===== src/hdl/mqss_pkg.sv =====
// Package for the multilevel queue sweep scheduler.
// Holds sizes, codes, state types and the priority unit's request/response structs.
// No dependencies.
package mqss_pkg;

  localparam int NUM_QUEUES   = 128;
  localparam int POOL_ENTRIES = 1024;

  localparam int QW  = $clog2(NUM_QUEUES);    // queue index width
  localparam int PW  = $clog2(POOL_ENTRIES);  // handle width
  localparam int SW  = QW + 2;                // signed sweep counters
  localparam int CW  = 16;                    // coefficient width
  localparam int MPW = 8;                     // move priority width
  localparam int NW  = 6;                     // progress count width
  localparam int CFG_IW = 2;

  localparam logic OP_ENQUEUE = 1'b0;
  localparam logic OP_DEQUEUE = 1'b1;

  localparam logic [CFG_IW-1:0] CFG_COEF_SQUARE = 2'd0;
  localparam logic [CFG_IW-1:0] CFG_COEF_LINEAR = 2'd1;
  localparam logic [CFG_IW-1:0] CFG_COEF_OFFSET = 2'd2;
  localparam logic [CFG_IW-1:0] CFG_STACK_MODE  = 2'd3;

  typedef enum logic [2:0] {
    S_IDLE, S_PRI, S_LINK, S_SWEEP, S_POP1, S_POP2, S_TOP, S_DONE
  } sched_state_e;

  typedef enum logic [1:0] {
    PH_IDLE, PH_MUL2, PH_ROUND, PH_DONE
  } prio_phase_e;

  typedef struct packed {
    logic                  start;
    logic [NW-1:0]         n;
    logic signed [MPW-1:0] move_priority;
  } prio_req_t;

  typedef struct packed {
    logic          done;
    logic [QW-1:0] queue;
  } prio_rsp_t;

endpackage


===== src/hdl/mqss_prio_unit.sv =====
// Priority unit: one shared multiply-accumulate evaluates (a*n + b)*n + c over two
// passes, then rounds and clamps to a queue index. Depends on mqss_pkg.
module mqss_prio_unit (
  input  logic                            clk_i,
  input  logic                            rst_ni,
  input  logic signed [mqss_pkg::CW-1:0]  coef_square_i,
  input  logic signed [mqss_pkg::CW-1:0]  coef_linear_i,
  input  logic signed [mqss_pkg::CW-1:0]  coef_offset_i,
  input  mqss_pkg::prio_req_t             req_i,
  output mqss_pkg::prio_rsp_t             rsp_o
);
  import mqss_pkg::*;

  localparam int AW = CW + NW + 2;   // first-pass accumulator width
  localparam int XW = AW + NW + 2;   // full accumulator width
  localparam int BW = XW - 8;        // bonus width
  localparam int RW = BW + 1;        // priority sum width

  prio_phase_e phase_q, phase_d;
  logic signed [XW-1:0]  acc_q, acc_d;
  logic [NW-1:0]         n_q, n_d;
  logic signed [MPW-1:0] mp_q, mp_d;
  logic [QW-1:0]         queue_q, queue_d;

  logic signed [AW-1:0]   mul_a;
  logic signed [NW:0]     mul_n;
  logic signed [CW-1:0]   addend;
  logic signed [AW+NW:0]  prod;
  logic signed [XW-1:0]   sum;
  logic signed [XW-1:0]   rsum;
  logic signed [BW-1:0]   bonus;
  logic signed [RW-1:0]   pri;

  // shared multiply-accumulate
  always_comb begin
    if (phase_q == PH_MUL2) begin
      mul_a  = acc_q[AW-1:0];
      mul_n  = $signed({1'b0, n_q});
      addend = coef_offset_i;
    end else begin
      mul_a  = AW'(coef_square_i);
      mul_n  = $signed({1'b0, req_i.n});
      addend = coef_linear_i;
    end
    prod = mul_a * mul_n;
    sum  = XW'(prod) + XW'(addend);
  end

  // round half up in Q8.8, then add and saturate
  always_comb begin
    rsum  = acc_q + XW'(128);
    bonus = rsum[XW-1:8];
    pri   = RW'(mp_q) + RW'(bonus);
  end

  always_comb begin
    phase_d = phase_q;
    case (phase_q)
      PH_IDLE:  if (req_i.start) phase_d = PH_MUL2;
      PH_MUL2:  phase_d = PH_ROUND;
      PH_ROUND: phase_d = PH_DONE;
      PH_DONE:  phase_d = PH_IDLE;
      default:  phase_d = PH_IDLE;
    endcase
  end

  always_comb begin
    acc_d   = acc_q;
    n_d     = n_q;
    mp_d    = mp_q;
    queue_d = queue_q;
    case (phase_q)
      PH_IDLE: begin
        if (req_i.start) begin
          acc_d = sum;
          n_d   = req_i.n;
          mp_d  = req_i.move_priority;
        end
      end
      PH_MUL2: acc_d = sum;
      PH_ROUND: begin
        if (pri < 0) begin
          queue_d = '0;
        end else if (pri > RW'(NUM_QUEUES - 1)) begin
          queue_d = QW'(NUM_QUEUES - 1);
        end else begin
          queue_d = pri[QW-1:0];
        end
      end
      default: ;
    endcase
  end

  always_ff @(posedge clk_i or negedge rst_ni) begin
    if (!rst_ni) begin
      phase_q <= PH_IDLE;
    end else begin
      phase_q <= phase_d;
    end
  end

  always_ff @(posedge clk_i) begin
    acc_q   <= acc_d;
    n_q     <= n_d;
    mp_q    <= mp_d;
    queue_q <= queue_d;
  end

  assign rsp_o.done  = (phase_q == PH_DONE);
  assign rsp_o.queue = queue_q;

endmodule


===== config.mk =====
export PLATFORM = sky130hd
export DESIGN_NAME = mqss_prio_unit
export DESIGN_NICKNAME = d
export VERILOG_FILES = /design/src/hdl/mqss_pkg.sv /design/src/hdl/mqss_prio_unit.sv
export SDC_FILE = /design/constraint.sdc
export NUM_CORES = 1
export LEC_CHECK = 0
export BUFFER_PORTS_ARGS = -buffer_cell sky130_fd_sc_hd__buf_2
export CORE_MARGIN = 5
export CORE_UTILIZATION = 40
export DETAILED_ROUTE_END_ITERATION = 8
export PLACE_DENSITY = 0.57
export SLEW_MARGIN = 20
export SYNTH_ARGS = -nofsm -noshare
export SYNTH_HDL_FRONTEND = slang
export SYNTH_SLANG_ARGS = --single-unit

===== constraint.sdc =====
create_clock -name clk_i -period 7.9 [get_ports clk_i]
set_input_delay 0.79 -clock clk_i [delete_from_list [all_inputs] [get_ports clk_i]]
set_output_delay 0.79 -clock clk_i [all_outputs]
set_load 0.05 [all_outputs]

==> impl_metrics.csv <==
group,metric,value,unit
placement,dp_cells,1481,
worst_setup_path,cpPeakStageDelay,0.57,ns
floorplan,ios,73,
floorplan,core,0.0244,mm^2
layout,area_growth,9.34,%
route,dr.pass1.iters,5,
sta,fmax,143,MHz
placement,dp_hpwl,19.4,mm
floorplan,dieArea,0.0281,mm^2
route,highest_layer,"met4",
logic_synthesis,synth_area_leaders,"fa_1, edfxtp_1, ha_1",
grt,grt_antenna_before_repair,0,
clock_network,cts_max_level,2,
layout,antenna-diode-count,0,
placement,portBuffers,72,
worst_setup_path,r2r_cells,20,
clock_network,post_cts_resized,0,
worst_setup_path,cp-start-kind,"flip-flop",
route,avgViaCountPerCell,4.94,
logic_synthesis,synth-edff-count,53,
route,routedLengthMet1,11.4,mm
logic_synthesis,synthCells,1095,
layout,postLayoutCoreUtil,44.5,%
route,routed_wl,22.5,mm
logic_synthesis,avgSynthCellArea,9.07,um^2
clock_network,clock-root-buffer,"clkbuf_16",
logic_synthesis,syn_area,0.00993,mm^2
sta,hold_viol,0,
clock_network,cts_tree,"built",
clock_network,post-cts-setup-buffer-count,0,
logic_synthesis,yosysWarnings,0,
sta,period_needed,6.98,ns
placement,gp_congestion,0.874,
clock_network,clock_sink_count,55,
logic_synthesis,ys_ff_latch,55,
sta,fin_ws,0.925,ns
logic_synthesis,syn_nets,1387,
clock_network,cts.path.max_buffers,2,
route,met3_length,730,um
floorplan,die-width,168,um
grt,grt_start_max_net_pins,35,
grt,grt_usage,16.5,%
worst_setup_path,cp-end-kind,"flip-flop",
route,postRouteAntennaNets,0,
route,drt_iter0_drc,406,
logic_synthesis,synthArstFlopShare,3.64,%
worst_setup_path,cp.arrival,7.02,ns
clock_network,cts_made_buffers,5,
sta,setup_tns,0,ns
route,wl_per_cell,15.1,um
floorplan,die_y,168,um
logic_synthesis,synth.distinct_cells,68,
layout,final_nets,1456,
sta,rsz0062_at_grt,"false",
run_status,status,"finished, final reports clean",
clock_network,clock_latency,0.31,ns
sta,finalSetupViolations,0,
grt,grt_overflow_total,0,
route,drcViolationCount,0,
sta,worst_pin_slew,0.911,ns
worst_setup_path,crit_fanout,18,
sta,fin_skew,0.0214,ns
floorplan,initial_core_util,40.7,%
job,cap_violations,0,
clock_network,holdBufCountCts,0,
layout,drive_above_1_share,12.0,%
clock_network,path_clk_slew,0.09,ns
logic_synthesis,synth_top_cell_area_share,26.0,%
logic_synthesis,dominantRegCellSynth,"edfxtp_1",
worst_setup_path,required,7.95,ns
grt,grt_first_pass_wirelength,38.2,mm
logic_synthesis,seq_area_frac_synth,16.5,%
route,routed-via-count,7356,
placement,pre_cts_ws,0.962,ns
layout,fillers,2424,
worst_setup_path,critPathSlowestCell,"a221oi_1",
sta,maxSlewHeadroom,39.3,%
sta,slew_violations,0,
min_path,hold_class,"in2async",
route,wl_met2,10.0,mm
floorplan,rows,57,
sta,fin_crit_sh,88.3,%
logic_synthesis,synth_area_leader_cell,"fa_1",
worst_setup_path,crit_top_cell,"fa_1",
grt,grt_pass1_vias,7511,
worst_setup_path,worstPathCellList,"inv_1 -> ha_4 -> buf_4 -> mux2i_1 -> nor2_1 -> fa_1 -> fa_1 -> fa_1 -> inv_1 -> fa_1 -> inv_1 -> ha_1 -> a2111oi_0 -> nand2b_1 -> a221o_1 -> a21oi_1 -> o31ai_1 -> a221oi_1 -> nor3_1 -> a311o_1",
layout,instances_no_fill,1489,
worst_setup_path,critPathKind,"reg2reg",
-- cells in the final DEF, fill, tap and decap left out, types with 21 or more instances in the layout --
| master | count |
|---|---|
| buf_2 | 72 |
| fa_1 | 129 |
| inv_1 | 199 |
| nand2_1 | 84 |
| ha_1 | 97 |
| xor2_1 | 21 |
| mux2i_1 | 33 |
| edfxtp_1 | 53 |
| nand3_1 | 25 |
| nor2_1 | 132 |
| a21oi_1 | 55 |
| xnor2_1 | 42 |
-- critical path: cells and delay by family, from the launching register on --
kind	cells	cell delay [ns]
simple gates	3	0.36
compound gates	6	2.08
buf+inv	4	0.59
fa+ha+maj	6	2.72
mux	1	0.52
flops	1	0.41
-- registers in the layout (all words and copies together), names as in the netlist --
name,cells
n_q,6
acc_q,32
queue_q,7
mp_q,8
phase_q,2
-- layout make-up --
| type | instances | area (um^2) | area share, % |
|---|---|---|---|
| inverters | 200 | 763 | 7.03 |
| well taps | 324 | 405 | 3.73 |
| multi-input cells | 820 | 7470 | 68.8 |
| flip-flops and latches | 55 | 1640 | 15.1 |
| clock inverters | 3 | 20.0 | 0.184 |
| repair buffers | 82 | 435 | 4.01 |
| clock buffers | 5 | 125 | 1.15 |
-- worst paths after layout --
| check | from | slack (ns) | to |
|---|---|---|---|
| setup / recovery | phase_q[1]$_DFFE_PN0P_ | 0.92 | acc_q[28]$_DFFE_PP_ |
| hold / removal | rst_ni | 0.24 | phase_q[1]$_DFFE_PN0P_ |
| setup reg to reg | phase_q[1]$_DFFE_PN0P_ | 0.92 | acc_q[28]$_DFFE_PP_ |
| hold reg to reg | phase_q[0]$_DFFE_PN0P_ | 0.68 | phase_q[0]$_DFFE_PN0P_ |
| max in group asynchronous | rst_ni | 7.57 | phase_q[0]$_DFFE_PN0P_ |
| min in group clk_i | req_i[1] | 0.65 | mp_q[1]$_DFFE_PP_ |
-- cell usage after synthesis, drive strengths merged (9+ instances only) --
library cell and n:
edfxtp 53, and3 10, mux2i 35, o21ai 23, nand2 84, xor2 21
xnor2 42, inv 200, ha 98, nor2 132, fa 129, a21oi 55
a21o 21, nand2b 12, clkbuf 16, or2 19, nand3 25, mux2 11
nand4 9
-- routing by layer --
metal  global-route usage, %  vias to the layer above
met1                    24.5                     3490
met4                    3.46                        0
li1                        -                     3730
met3                    1.65                       17
met5                       0                        -
met2                    26.3                      119
-- kinds of logic (layout without fill, tap and decap cells) --
group                    Yosys count  after routing  share of synthesized area (%)
multiplexers                      47             47                           5.00
adder cells (fa/ha/maj)          227            227                           38.4
flip-flops                        55             55                           16.5
AND/OR/NAND/NOR                  320            320                           14.5
XOR/XNOR                          63             63                           5.56
buffers and inverters            220            290                           8.48
AO/OA/AOI/OAI                    163            163                           11.5
-- metrics by stage --
stage	hold WS, ns	area (um^2)
finish	0.240	10900
detailed placement	0.580	10700
global placement	0.581	10700
global route	0.233	10900
CTS	0.232	10900
floorplan	0.494	9930
Power is left out: the tool's default activity adds up to more than one toggle a clock period on the data nets, which glitch-free logic cannot reach.
